File: config.mk
export PLATFORM = sky130hd
export DESIGN_NAME = json_byte_lexer_unit
export DESIGN_NICKNAME = d
export VERILOG_FILES = /design/src/sv/jbl_pkg.sv /design/src/sv/jbl_core.sv /design/src/sv/jbl_res_fifo.sv /design/src/sv/json_byte_lexer_unit.sv
export SDC_FILE = /design/constraint.sdc
export NUM_CORES = 1
export LEC_CHECK = 0
export BUFFER_PORTS_ARGS = -buffer_cell sky130_fd_sc_hd__buf_2
export CAP_MARGIN = 20
export CORE_MARGIN = 2
export CORE_UTILIZATION = 56
export CTS_CLUSTER_DIAMETER = 120
export DETAILED_ROUTE_END_ITERATION = 7
export PLACE_DENSITY = 0.75
export SLEW_MARGIN = 20
export SYNTH_ARGS = -nofsm -noshare
export SYNTH_HDL_FRONTEND = slang
export SYNTH_SLANG_ARGS = --single-unit
export TNS_END_PERCENT = 5
File: constraint.sdc
create_clock -name i_clk -period 5 [get_ports i_clk]
set_input_delay 0 -clock i_clk [delete_from_list [all_inputs] [get_ports i_clk]]
set_output_delay 0 -clock i_clk [all_outputs]
set_load 0.05 [all_outputs]
File: src/sv/jbl_pkg.sv
`timescale 1ns / 1ps

package jbl_pkg;

    // Result kinds, carried on the output tuser.
    typedef enum logic [3:0] {
        K_OBJ_BEGIN = 4'd0,
        K_OBJ_END   = 4'd1,
        K_ARR_BEGIN = 4'd2,
        K_ARR_END   = 4'd3,
        K_COLON     = 4'd4,
        K_COMMA     = 4'd5,
        K_STR_START = 4'd6,
        K_STR_CHAR  = 4'd7,
        K_STR_END   = 4'd8,
        K_NUM_CHAR  = 4'd9,
        K_NUM_END   = 4'd10,
        K_BOOLEAN   = 4'd11,
        K_NULL      = 4'd12,
        K_DOC_END   = 4'd13,
        K_ERROR     = 4'd14
    } t_kind;

    typedef enum logic [2:0] {
        M_IDLE = 3'd0,
        M_STR  = 3'd1,
        M_ESC  = 3'd2,
        M_NUM  = 3'd3,
        M_LIT  = 3'd4
    } t_mode;

    typedef enum logic [1:0] {
        L_TRUE  = 2'd0,
        L_FALSE = 2'd1,
        L_NULL  = 2'd2
    } t_lit;

    localparam logic [2:0] ERR_START   = 3'd0;
    localparam logic [2:0] ERR_ESCAPE  = 3'd1;
    localparam logic [2:0] ERR_UNTERM  = 3'd2;
    localparam logic [2:0] ERR_NUMBER  = 3'd3;
    localparam logic [2:0] ERR_LITERAL = 3'd4;

    localparam logic [1:0] NK_UNSIGNED = 2'd0;
    localparam logic [1:0] NK_SIGNED   = 2'd1;
    localparam logic [1:0] NK_REAL     = 2'd2;

    // Result queue between the lexer core and the output port.
    localparam int RQ_DEPTH = 4;
    localparam int RQ_AW    = $clog2(RQ_DEPTH);
    localparam int RQ_CW    = $clog2(RQ_DEPTH + 1);

    typedef struct packed {
        t_kind       kind;
        logic [7:0]  data_byte;
        logic [1:0]  number_kind;
        logic        bool_value;
        logic [2:0]  error_code;
        logic        last;
    } t_result;

    typedef struct packed {
        logic [1:0] len;
        logic       sign;
        logic       point;
        logic       expo;
        logic [7:0] prev;
        logic       first_zero;
        logic       second_zero;
    } t_num;

    function automatic t_result mk_res(t_kind kind, logic [7:0] data, logic [1:0] nk,
                                       logic bv, logic [2:0] ec);
        t_result r;
        r.kind        = kind;
        r.data_byte   = data;
        r.number_kind = nk;
        r.bool_value  = bv;
        r.error_code  = ec;
        r.last        = 1'b0;
        return r;
    endfunction

endpackage

File: src/sv/jbl_core.sv
`timescale 1ns / 1ps

module jbl_core (
    input  logic                          i_clk,
    input  logic                          i_rst_n,
    input  logic                          i_fire,
    input  logic [7:0]                    i_byte,
    input  logic                          i_end,
    output jbl_pkg::t_result [1:0]        o_res,
    output logic [1:0]                    o_cnt
);

    typedef struct packed {
        jbl_pkg::t_num st;
        logic          bad;
    } t_num_step;

    jbl_pkg::t_mode r_mode, n_mode;
    jbl_pkg::t_lit  r_sel, n_sel;
    logic [2:0]     r_pos, n_pos;
    jbl_pkg::t_num  r_num, n_num;

    jbl_pkg::t_result [1:0] res;
    logic [1:0]             cnt;

    function automatic logic [7:0] lit_char(jbl_pkg::t_lit sel, logic [2:0] pos);
        logic [7:0] ch;
        ch = 8'd0;
        unique case (sel)
            jbl_pkg::L_TRUE: begin
                case (pos)
                    3'd0: ch = "t";
                    3'd1: ch = "r";
                    3'd2: ch = "u";
                    3'd3: ch = "e";
                    default: ch = 8'd0;
                endcase
            end
            jbl_pkg::L_FALSE: begin
                case (pos)
                    3'd0: ch = "f";
                    3'd1: ch = "a";
                    3'd2: ch = "l";
                    3'd3: ch = "s";
                    3'd4: ch = "e";
                    default: ch = 8'd0;
                endcase
            end
            default: begin
                case (pos)
                    3'd0: ch = "n";
                    3'd1: ch = "u";
                    3'd2: ch = "l";
                    3'd3: ch = "l";
                    default: ch = 8'd0;
                endcase
            end
        endcase
        return ch;
    endfunction

    function automatic logic [2:0] lit_len(jbl_pkg::t_lit sel);
        return (sel == jbl_pkg::L_FALSE) ? 3'd5 : 3'd4;
    endfunction

    function automatic logic is_num_char(logic [7:0] c);
        return (c >= "0" && c <= "9") || c == "+" || c == "-" || c == "." ||
               c == "e" || c == "E";
    endfunction

    // One number character: update flags and check for a duplicate point or
    // exponent and for a plus sign that is neither leading nor after an exponent mark.
    function automatic t_num_step num_step(jbl_pkg::t_num st, logic [7:0] c);
        t_num_step r;
        r.st  = st;
        r.bad = 1'b0;
        if (c == "+") begin
            if (st.len == 2'd0) r.st.sign = 1'b1;
            else if (st.prev != "e" && st.prev != "E") r.bad = 1'b1;
        end else if (c == "-") begin
            if (st.len == 2'd0) r.st.sign = 1'b1;
        end else if (c == ".") begin
            r.bad      = st.point;
            r.st.point = 1'b1;
        end else if (c == "e" || c == "E") begin
            r.bad     = st.expo;
            r.st.expo = 1'b1;
        end
        if (st.len == 2'd0) r.st.first_zero  = (c == "0");
        if (st.len == 2'd1) r.st.second_zero = (c == "0");
        if (st.len != 2'd3) r.st.len = st.len + 2'd1;
        r.st.prev = c;
        return r;
    endfunction

    function automatic jbl_pkg::t_result finish_num(jbl_pkg::t_num st);
        logic       bad;
        logic [1:0] nk;
        bad = st.sign ? (st.len <= 2'd1) : (st.len == 2'd0);
        if (!bad && st.point) begin
            nk = jbl_pkg::NK_REAL;
        end else if (st.sign) begin
            if (st.len == 2'd3 && st.second_zero) bad = 1'b1;
            nk = jbl_pkg::NK_SIGNED;
        end else begin
            if (st.len >= 2'd2 && st.first_zero) bad = 1'b1;
            nk = jbl_pkg::NK_UNSIGNED;
        end
        if (bad) return jbl_pkg::mk_res(jbl_pkg::K_ERROR, 8'd0, 2'd0, 1'b0,
                                        jbl_pkg::ERR_NUMBER);
        return jbl_pkg::mk_res(jbl_pkg::K_NUM_END, 8'd0, nk, 1'b0, 3'd0);
    endfunction

    always_comb begin
        t_num_step        ns;
        logic             do_start;
        logic [2:0]       np;
        jbl_pkg::t_result tmp;

        n_mode   = r_mode;
        n_sel    = r_sel;
        n_pos    = r_pos;
        n_num    = r_num;
        res      = '0;
        cnt      = 2'd0;
        do_start = 1'b0;
        ns       = '0;
        np       = 3'd0;
        tmp      = '0;

        if (i_end) begin
            unique case (r_mode)
                jbl_pkg::M_STR, jbl_pkg::M_ESC: begin
                    res[0] = jbl_pkg::mk_res(jbl_pkg::K_ERROR, 8'd0, 2'd0, 1'b0,
                                             jbl_pkg::ERR_UNTERM);
                    cnt = 2'd1;
                end
                jbl_pkg::M_NUM: begin
                    res[0] = finish_num(r_num);
                    n_num  = '0;
                    cnt    = 2'd1;
                end
                jbl_pkg::M_LIT: begin
                    res[0] = jbl_pkg::mk_res(jbl_pkg::K_ERROR, 8'd0, 2'd0, 1'b0,
                                             jbl_pkg::ERR_LITERAL);
                    cnt = 2'd1;
                end
                default: ;
            endcase
            res[cnt[0]] = jbl_pkg::mk_res(jbl_pkg::K_DOC_END, 8'd0, 2'd0, 1'b0, 3'd0);
            cnt    = cnt + 2'd1;
            n_mode = jbl_pkg::M_IDLE;
            n_pos  = 3'd0;
        end else begin
            unique case (r_mode)
                jbl_pkg::M_STR: begin
                    if (i_byte == "\\") begin
                        n_mode = jbl_pkg::M_ESC;
                    end else if (i_byte == "\"") begin
                        n_mode = jbl_pkg::M_IDLE;
                        res[0] = jbl_pkg::mk_res(jbl_pkg::K_STR_END, 8'd0, 2'd0, 1'b0,
                                                 3'd0);
                        cnt    = 2'd1;
                    end else begin
                        res[0] = jbl_pkg::mk_res(jbl_pkg::K_STR_CHAR, i_byte, 2'd0, 1'b0,
                                                 3'd0);
                        cnt    = 2'd1;
                    end
                end
                jbl_pkg::M_ESC: begin
                    n_mode = jbl_pkg::M_STR;
                    cnt    = 2'd1;
                    unique case (i_byte) inside
                        "\"", "\\", "/": tmp = jbl_pkg::mk_res(jbl_pkg::K_STR_CHAR,
                                                               i_byte, 2'd0, 1'b0, 3'd0);
                        "b": tmp = jbl_pkg::mk_res(jbl_pkg::K_STR_CHAR, 8'd8, 2'd0,
                                                   1'b0, 3'd0);
                        "f": tmp = jbl_pkg::mk_res(jbl_pkg::K_STR_CHAR, 8'd12, 2'd0,
                                                   1'b0, 3'd0);
                        "n": tmp = jbl_pkg::mk_res(jbl_pkg::K_STR_CHAR, 8'd10, 2'd0,
                                                   1'b0, 3'd0);
                        "r": tmp = jbl_pkg::mk_res(jbl_pkg::K_STR_CHAR, 8'd13, 2'd0,
                                                   1'b0, 3'd0);
                        "t": tmp = jbl_pkg::mk_res(jbl_pkg::K_STR_CHAR, 8'd9, 2'd0,
                                                   1'b0, 3'd0);
                        // The hex digits of a unicode escape pass as plain bytes.
                        "u": cnt = 2'd0;
                        default: begin
                            n_mode = jbl_pkg::M_IDLE;
                            tmp    = jbl_pkg::mk_res(jbl_pkg::K_ERROR, 8'd0, 2'd0, 1'b0,
                                                     jbl_pkg::ERR_ESCAPE);
                        end
                    endcase
                    res[0] = tmp;
                end
                jbl_pkg::M_NUM: begin
                    if (is_num_char(i_byte)) begin
                        ns = num_step(r_num, i_byte);
                        if (ns.bad) begin
                            n_num  = '0;
                            n_mode = jbl_pkg::M_IDLE;
                            res[0] = jbl_pkg::mk_res(jbl_pkg::K_ERROR, 8'd0, 2'd0, 1'b0,
                                                     jbl_pkg::ERR_NUMBER);
                        end else begin
                            n_num  = ns.st;
                            res[0] = jbl_pkg::mk_res(jbl_pkg::K_NUM_CHAR, i_byte, 2'd0,
                                                     1'b0, 3'd0);
                        end
                        cnt = 2'd1;
                    end else begin
                        // The delimiter that ends a number starts the next token.
                        res[0]   = finish_num(r_num);
                        n_num    = '0;
                        cnt      = 2'd1;
                        do_start = 1'b1;
                    end
                end
                jbl_pkg::M_LIT: begin
                    np = r_pos + 3'd1;
                    cnt = 2'd1;
                    if (r_pos >= lit_len(r_sel) || lit_char(r_sel, r_pos) != i_byte) begin
                        n_mode = jbl_pkg::M_IDLE;
                        n_pos  = 3'd0;
                        res[0] = jbl_pkg::mk_res(jbl_pkg::K_ERROR, 8'd0, 2'd0, 1'b0,
                                                 jbl_pkg::ERR_LITERAL);
                    end else if (np == lit_len(r_sel)) begin
                        n_mode = jbl_pkg::M_IDLE;
                        n_pos  = 3'd0;
                        if (r_sel == jbl_pkg::L_TRUE || r_sel == jbl_pkg::L_FALSE)
                            res[0] = jbl_pkg::mk_res(jbl_pkg::K_BOOLEAN, 8'd0, 2'd0,
                                                     r_sel == jbl_pkg::L_TRUE, 3'd0);
                        else
                            res[0] = jbl_pkg::mk_res(jbl_pkg::K_NULL, 8'd0, 2'd0, 1'b0,
                                                     3'd0);
                    end else begin
                        n_pos = np;
                        cnt   = 2'd0;
                    end
                end
                default: do_start = 1'b1;
            endcase

            if (do_start) begin
                n_mode = jbl_pkg::M_IDLE;
                tmp    = '0;
                unique case (i_byte) inside
                    " ", "\t", "\n", "\r": ;
                    "{": tmp = jbl_pkg::mk_res(jbl_pkg::K_OBJ_BEGIN, 8'd0, 2'd0, 1'b0,
                                               3'd0);
                    "}": tmp = jbl_pkg::mk_res(jbl_pkg::K_OBJ_END, 8'd0, 2'd0, 1'b0,
                                               3'd0);
                    "[": tmp = jbl_pkg::mk_res(jbl_pkg::K_ARR_BEGIN, 8'd0, 2'd0, 1'b0,
                                               3'd0);
                    "]": tmp = jbl_pkg::mk_res(jbl_pkg::K_ARR_END, 8'd0, 2'd0, 1'b0,
                                               3'd0);
                    ":": tmp = jbl_pkg::mk_res(jbl_pkg::K_COLON, 8'd0, 2'd0, 1'b0, 3'd0);
                    ",": tmp = jbl_pkg::mk_res(jbl_pkg::K_COMMA, 8'd0, 2'd0, 1'b0, 3'd0);
                    "\"": begin
                        n_mode = jbl_pkg::M_STR;
                        tmp    = jbl_pkg::mk_res(jbl_pkg::K_STR_START, 8'd0, 2'd0, 1'b0,
                                                 3'd0);
                    end
                    "t", "f", "n": begin
                        n_mode = jbl_pkg::M_LIT;
                        n_pos  = 3'd1;
                        n_sel  = (i_byte == "t") ? jbl_pkg::L_TRUE :
                                 (i_byte == "f") ? jbl_pkg::L_FALSE : jbl_pkg::L_NULL;
                    end
                    "-", ["0":"9"]: begin
                        ns     = num_step('0, i_byte);
                        n_num  = ns.st;
                        n_mode = jbl_pkg::M_NUM;
                        tmp    = jbl_pkg::mk_res(jbl_pkg::K_NUM_CHAR, i_byte, 2'd0, 1'b0,
                                                 3'd0);
                    end
                    default: tmp = jbl_pkg::mk_res(jbl_pkg::K_ERROR, 8'd0, 2'd0, 1'b0,
                                                   jbl_pkg::ERR_START);
                endcase
                // Whitespace and literal starts give no result.
                if (!(i_byte == " " || i_byte == "\t" || i_byte == "\n" ||
                      i_byte == "\r" || i_byte == "t" || i_byte == "f" ||
                      i_byte == "n")) begin
                    res[cnt[0]] = tmp;
                    cnt         = cnt + 2'd1;
                end
            end
        end

        if (cnt == 2'd2) res[1].last = 1'b1;
        else if (cnt == 2'd1) res[0].last = 1'b1;
    end

    always_ff @(posedge i_clk) begin
        if (!i_rst_n) begin
            r_mode <= jbl_pkg::M_IDLE;
            r_sel  <= jbl_pkg::L_TRUE;
            r_pos  <= 3'd0;
            r_num  <= '0;
        end else if (i_fire) begin
            r_mode <= n_mode;
            r_sel  <= n_sel;
            r_pos  <= n_pos;
            r_num  <= n_num;
        end
    end

    assign o_res = res;
    assign o_cnt = cnt;

endmodule

File: src/sv/jbl_res_fifo.sv
`timescale 1ns / 1ps

module jbl_res_fifo (
    input  logic                           i_clk,
    input  logic                           i_rst_n,
    input  logic [1:0]                     i_push_cnt,
    input  jbl_pkg::t_result [1:0]         i_res,
    output logic                           o_valid,
    input  logic                           i_ready,
    output jbl_pkg::t_result               o_res,
    output logic [jbl_pkg::RQ_CW-1:0]      o_count
);

    jbl_pkg::t_result                 r_mem [jbl_pkg::RQ_DEPTH];
    logic [jbl_pkg::RQ_AW-1:0]        r_wptr, r_rptr;
    logic [jbl_pkg::RQ_CW-1:0]        r_count;
    logic                             pop;
    logic [jbl_pkg::RQ_AW-1:0]        wptr1;

    assign o_valid = (r_count != '0);
    assign pop     = o_valid && i_ready;
    assign o_res   = r_mem[r_rptr];
    assign o_count = r_count;
    assign wptr1   = r_wptr + 1'b1;

    always_ff @(posedge i_clk) begin
        if (i_push_cnt != 2'd0) r_mem[r_wptr] <= i_res[0];
        if (i_push_cnt == 2'd2) r_mem[wptr1]  <= i_res[1];
    end

    always_ff @(posedge i_clk) begin
        if (!i_rst_n) begin
            r_wptr  <= '0;
            r_rptr  <= '0;
            r_count <= '0;
        end else begin
            r_wptr  <= r_wptr + jbl_pkg::RQ_AW'(i_push_cnt);
            if (pop) r_rptr <= r_rptr + 1'b1;
            r_count <= r_count + jbl_pkg::RQ_CW'(i_push_cnt) - jbl_pkg::RQ_CW'(pop);
        end
    end

endmodule

File: src/sv/json_byte_lexer_unit.sv
`timescale 1ns / 1ps

// Channel   Group    tdata                          tuser           tlast
// -------   ------   ----------------------------   -------------   -----------
// input     s_axis   [7:0] in_byte                  end_mark        (none)
// output    m_axis   [7:0] data_byte, [9:8] number   [3:0] kind      last result
//                    kind, [10] bool, [13:11] error                  of the byte
//
// A byte is taken into the input register and classified from there when the
// four-entry result queue has room; its zero, one or two results are written
// to the queue. One byte per cycle is sustained while each byte gives at most
// one result and the output is ready; a byte with two results places both on
// the output in turn. The input stalls when the queue holds more than two
// results. Reset clears the lexer state, the input valid flag and the queue.

module json_byte_lexer_unit (
    input  logic        i_clk,
    input  logic        i_rst_n,
    input  logic        s_axis_tvalid,
    output logic        s_axis_tready,
    input  logic [7:0]  s_axis_tdata,   // [7:0] in_byte
    input  logic        s_axis_tuser,   // [0] end_mark
    output logic        m_axis_tvalid,
    input  logic        m_axis_tready,
    output logic [15:0] m_axis_tdata,   // [7:0] data_byte, [9:8] number_kind,
                                        // [10] bool_value, [13:11] error_code
    output logic [3:0]  m_axis_tuser,   // [3:0] kind
    output logic        m_axis_tlast
);

    logic                         r_in_valid;
    logic [7:0]                   r_in_byte;
    logic                         r_in_end;
    logic                         fire;
    jbl_pkg::t_result [1:0]       core_res;
    logic [1:0]                   core_cnt;
    jbl_pkg::t_result             out_res;
    logic [jbl_pkg::RQ_CW-1:0]    q_count;

    // Room for two results is needed before the held byte is processed.
    assign fire          = r_in_valid && (q_count <= jbl_pkg::RQ_CW'(jbl_pkg::RQ_DEPTH - 2));
    assign s_axis_tready = !r_in_valid || fire;

    always_ff @(posedge i_clk) begin
        if (!i_rst_n) begin
            r_in_valid <= 1'b0;
        end else if (s_axis_tready) begin
            r_in_valid <= s_axis_tvalid;
        end
    end

    always_ff @(posedge i_clk) begin
        if (s_axis_tvalid && s_axis_tready) begin
            r_in_byte <= s_axis_tdata;
            r_in_end  <= s_axis_tuser;
        end
    end

    jbl_core u_core (
        .i_clk   (i_clk),
        .i_rst_n (i_rst_n),
        .i_fire  (fire),
        .i_byte  (r_in_byte),
        .i_end   (r_in_end),
        .o_res   (core_res),
        .o_cnt   (core_cnt)
    );

    jbl_res_fifo u_fifo (
        .i_clk      (i_clk),
        .i_rst_n    (i_rst_n),
        .i_push_cnt (fire ? core_cnt : 2'd0),
        .i_res      (core_res),
        .o_valid    (m_axis_tvalid),
        .i_ready    (m_axis_tready),
        .o_res      (out_res),
        .o_count    (q_count)
    );

    assign m_axis_tdata = {2'b00, out_res.error_code, out_res.bool_value,
                           out_res.number_kind, out_res.data_byte};
    assign m_axis_tuser = out_res.kind;
    assign m_axis_tlast = out_res.last;

`ifndef SYNTHESIS
    a_queue_bound: assert property (@(posedge i_clk) disable iff (!i_rst_n)
        q_count <= jbl_pkg::RQ_CW'(jbl_pkg::RQ_DEPTH))
        else $error("result queue overflow");

    a_doc_end_last: assert property (@(posedge i_clk) disable iff (!i_rst_n)
        (m_axis_tvalid && m_axis_tuser == jbl_pkg::K_DOC_END) |-> m_axis_tlast)
        else $error("doc_end not marked as last result");

    a_data_zero: assert property (@(posedge i_clk) disable iff (!i_rst_n)
        (m_axis_tvalid && m_axis_tuser != jbl_pkg::K_STR_CHAR &&
         m_axis_tuser != jbl_pkg::K_NUM_CHAR) |-> (m_axis_tdata[7:0] == 8'd0))
        else $error("data byte set on a non-character result");

    a_no_push_idle: assert property (@(posedge i_clk) disable iff (!i_rst_n)
        (!r_in_valid) |=> ($past(q_count) >= q_count))
        else $error("results written without a held byte");
`endif

endmodule

==> run_results.csv <==
group,metric,value,unit
logic_synthesis,synth_warnings,0,
setup_path,r2r_end,"u_fifo.o_count[2]",
finish,fin_util,65.7,%
clocking,clk_pin_slew,0.05,ns
sta,drv_slew,0,
sta,tightest_slew,1.01,ns
power,ir_drop,225,uV
logic_synthesis,async_reset_ff_share,0,%
setup_path,rr_startpoint,"u_core.r_sel[0]",
logic_synthesis,synth_top_area_share,37.3,%
sta,hold_violations,0,
sta,period_needed,4.56,ns
global_route,grt_pass1_vias,5223,
logic_synthesis,synth-compound-area-share,14.8,%
setup_path,crit_slowest_cell,"dfxtp_1",
finish,n_antenna_cell,0,
setup_path,cp.required,5.31,ns
power,p_per_area,409,nW/um^2
drt,wl_per_cell,20.4,microns
setup_path,critical_path_class,"reg -> reg",
drt,met3_length,819,microns
clocking,clockBufferDepth,2,
floorplan,die_x,114,microns
sta,skew,0.00789,ns
sta,max_freq,219,MHz
setup_path,cp.arrival,4.87,ns
setup_path,end_kind,"flop",
setup_path,rrSetupSlack,0.44,ns
logic_synthesis,synth.distinct_cells,88,
sta,rsz0062_at_grt,"no",
global_route,grt_pass1_wl,27700,microns
logic_synthesis,ys.flop_type,"edfxtp_1",
sta,whs,0.0424,ns
clocking,cts-root-buf,"clkbuf_16",
floorplan,rows,40,
sta,slew_headroom,32.8,%
logic_synthesis,muxShareOfSynthArea,9.28,%
logic_synthesis,synth_top_family_by_area,"simple AND/OR/NAND/NOR gates",
sta,timing.setup.tns,0,ns
drt,detailroute.via_count,5314,
power,p_leak,2.84,nW
floorplan,initial_core_util,57.1,%
global_route,grt_max_degree,38,
logic_synthesis,synth_xor_area_share,1.67,%
drt,via_per_inst,6.36,
logic_synthesis,yosysTopAreaCell,"edfxtp_1",
sta,setup_viol,0,
clocking,cts_buffers,17,
logic_synthesis,synth_area_leaders,"edfxtp_1 37%, dfxtp_1 9.4%, mux4_2 6.3%",
drt,antenna_left,0,
drt,routed_wl,17000,microns
setup_path,cp_common_cell,"ha_1",
setup_path,crit_path_start_kind,"flop",
global_route,antenna_found_initial,0,
setup_path,crit_path_max_fanout,15,
global_route,grt_overflow,0,
finish,area_delta_synth_final,14.9,%
drt,drc,0,
finish,layout.nets,700,
drt,wl_met1,7480,microns
finish,final_common_cell,"edfxtp_1",
place,port-buffer-count,33,
clocking,cts_setup_buffers,0,
drt,drt-initial-drc-count,527,
setup_path,rr_worst_depth,19,
setup_path,slowest_delay,0.61,ns
setup_path,path_cells,"nor2b_1 -> ha_1 -> o41ai_1 -> o2111ai_1 -> nor3_2 -> a21oi_1 -> nand2b_1 -> ha_1 -> nor2b_1 -> nand2_1 -> nor3_1 -> a221o_1 -> nand2_1 -> ha_1 -> inv_1 -> fa_1 -> xnor2_1 -> xnor2_1 -> and2_1",
sta,fin_crit_sh,91.2,%
logic_synthesis,avgSynthCellArea,10.6,sq um
run_status,status,"completed",
floorplan,die_h,114,microns
logic_synthesis,synth-seq-cells,117,
place,gp_congestion,0.921,
finish,layout-drive-gt1-share,18.7,%
clocking,h-tree-depth,4,
hold_path,hp-class,"in -> reg",
hold_path,worstHoldPathCells,2,
clocking,cts_tree,"done",
drt,dr.pass1.iters,5,
floorplan,core_region_area,12000,sq um
job,max-cap-violations,0,
global_route,grt_usage,27.7,%
floorplan,design.die.area,13100,sq um
power,finalPower,0.00322,W
logic_synthesis,synth-edff-count,85,
clocking,worstSkewPairLatency,0.42,ns
drt,top_layer_used,"met4",
floorplan,pin_count,36,
logic_synthesis,netlist_instances,646,
place,place_hpwl,11900,microns
drt,wl_met2,8250,microns
clocking,clkSinkCount,117,
logic_synthesis,syn_area,6840,sq um
hold_path,hp-start,"i_rst_n",
logic_synthesis,ys_seq_area_share,46.7,%
finish,final_cell_mix,"85 x edfxtp_1, 72 x nor2_1, 42 x nand2_1",
logic_synthesis,synthSimpleGateAreaFrac,21.5,%
hold_path,min_to,"u_core.r_sel[1]",
logic_synthesis,synthAdderAreaFrac,1.94,%
==> cells in the mapped netlist (3+ instances only) <==
master,n
ha_1,9
and2_1,18
nand3_1,18
nand2b_1,13
o2111ai_1,4
xnor2_1,9
nor3_1,17
buf_6,3
nor2b_1,23
inv_1,11
and4bb_2,3
nor3_2,3
nor4_1,9
or3_1,5
nor4b_1,4
xor2_1,4
clkbuf_1,27
mux4_2,19
nand2_1,42
and3_1,6
buf_2,12
o21ai_0,22
mux2_1,3
and3b_1,5
nand3b_1,5
nor3b_1,8
or2_2,3
a31oi_1,6
o211ai_1,3
o21a_1,3
a21oi_1,24
a22oi_1,4
o22ai_1,3
dfxtp_1,32
buf_1,4
edfxtp_1,85
buf_4,3
o31ai_1,6
a211oi_1,7
a22o_1,10
nor2_1,72
a21boi_0,3
mux2i_1,15
o211a_1,5
==> kinds of logic (layout without fill, tap and decap cells) <==
logic type,Yosys count,count (layout)
xor+xnor,13,13
compound gates,136,136
mux,39,39
fa+ha+maj,10,10
flops,117,117
simple gates,270,270
buf+inv,60,102
other cells,1,2
==> layout make-up <==
| cell class | count | area, sq um |
|---|---|---|
| fill | 938 | 4110 |
| multi-input combinational | 470 | 3420 |
| sequential | 117 | 3190 |
| clock buffer | 21 | 440 |
| timing repair buffer | 60 | 393 |
| tap | 147 | 184 |
| clock inverter | 10 | 180 |
| inverter | 11 | 41.3 |
==> metrics by stage <==
stage | instance area [sq um] | instances | setup slack (ns)
floorplan | 6850 | 647 | -0.303
global placement | 7110 | 795 | 0.628
detailed placement | 7110 | 795 | 0.366
CTS | 7840 | 836 | 0.320
global route | 7860 | 836 | 0.00343
finish | 7860 | 836 | 0.442
==> registers in the layout, summed over array words and instances (netlist names), named ones only <==
signal          flops
u_fifo.r_mem       76
u_core.r_num       14
r_in_byte           8
u_core.r_mode       3
u_core.r_pos        3
u_fifo.o_count      3
u_core.r_sel        2
u_fifo.r_rptr       2
u_fifo.r_wptr       2
r_in_end            1
r_in_valid          1
==> how the worst max path moves through the flow <==
| stage | start | end | slack (ns) | cells past startpoint |
|---|---|---|---|---|
| global placement | u_core.r_pos[1] | u_fifo.o_count[2] | 0.63 | 21 |
| detailed placement | u_core.r_pos[1] | u_fifo.o_count[2] | 0.37 | 21 |
| global route | u_core.r_pos[0] | u_fifo.o_count[2] | 0.003 | 21 |
| CTS | u_core.r_pos[1] | u_fifo.r_mem[2][13] | 0.32 | 18 |
| finish | u_core.r_sel[0] | u_fifo.o_count[2] | 0.44 | 19 |
| floorplan | u_core.r_pos[1] | u_fifo.r_mem[0][0] | -0.30 | 14 |
==> where the power goes <==
group,internal [W],switching [W]
clock,0.000877,0.000418
sequential,0.00111,0.0000577
combinational,0.000262,0.000493
total,0.00225,0.000969
==> per-layer routing <==
layer  up-vias  global-route usage (%)
met5         -                       0
met4         0                    12.4
met3        43                    4.92
met2       197                    45.1
met1      2575                    36.3
li1       2499                       -
==> worst max-delay path, delay by kind of cell, from the launching register on <==
family / cells / cell delay (ns)
AO/OA/AOI/OAI: 4 / 1.03
XOR/XNOR: 2 / 0.30
adder cells (fa/ha/maj): 4 / 1.13
buffers and inverters: 1 / 0.05
flip-flops: 1 / 0.61
AND/OR/NAND/NOR: 8 / 1.34
==> timing repair <==
item / 4_1_cts / 5_1_grt
resized for setup: 0 / 5
setup endpoints to repair: 0 / 76
endpoints found under the hold margin: 10 / 0
hold buffers: 10 / 0
Note: power is estimated with default switching activity, not from simulation.
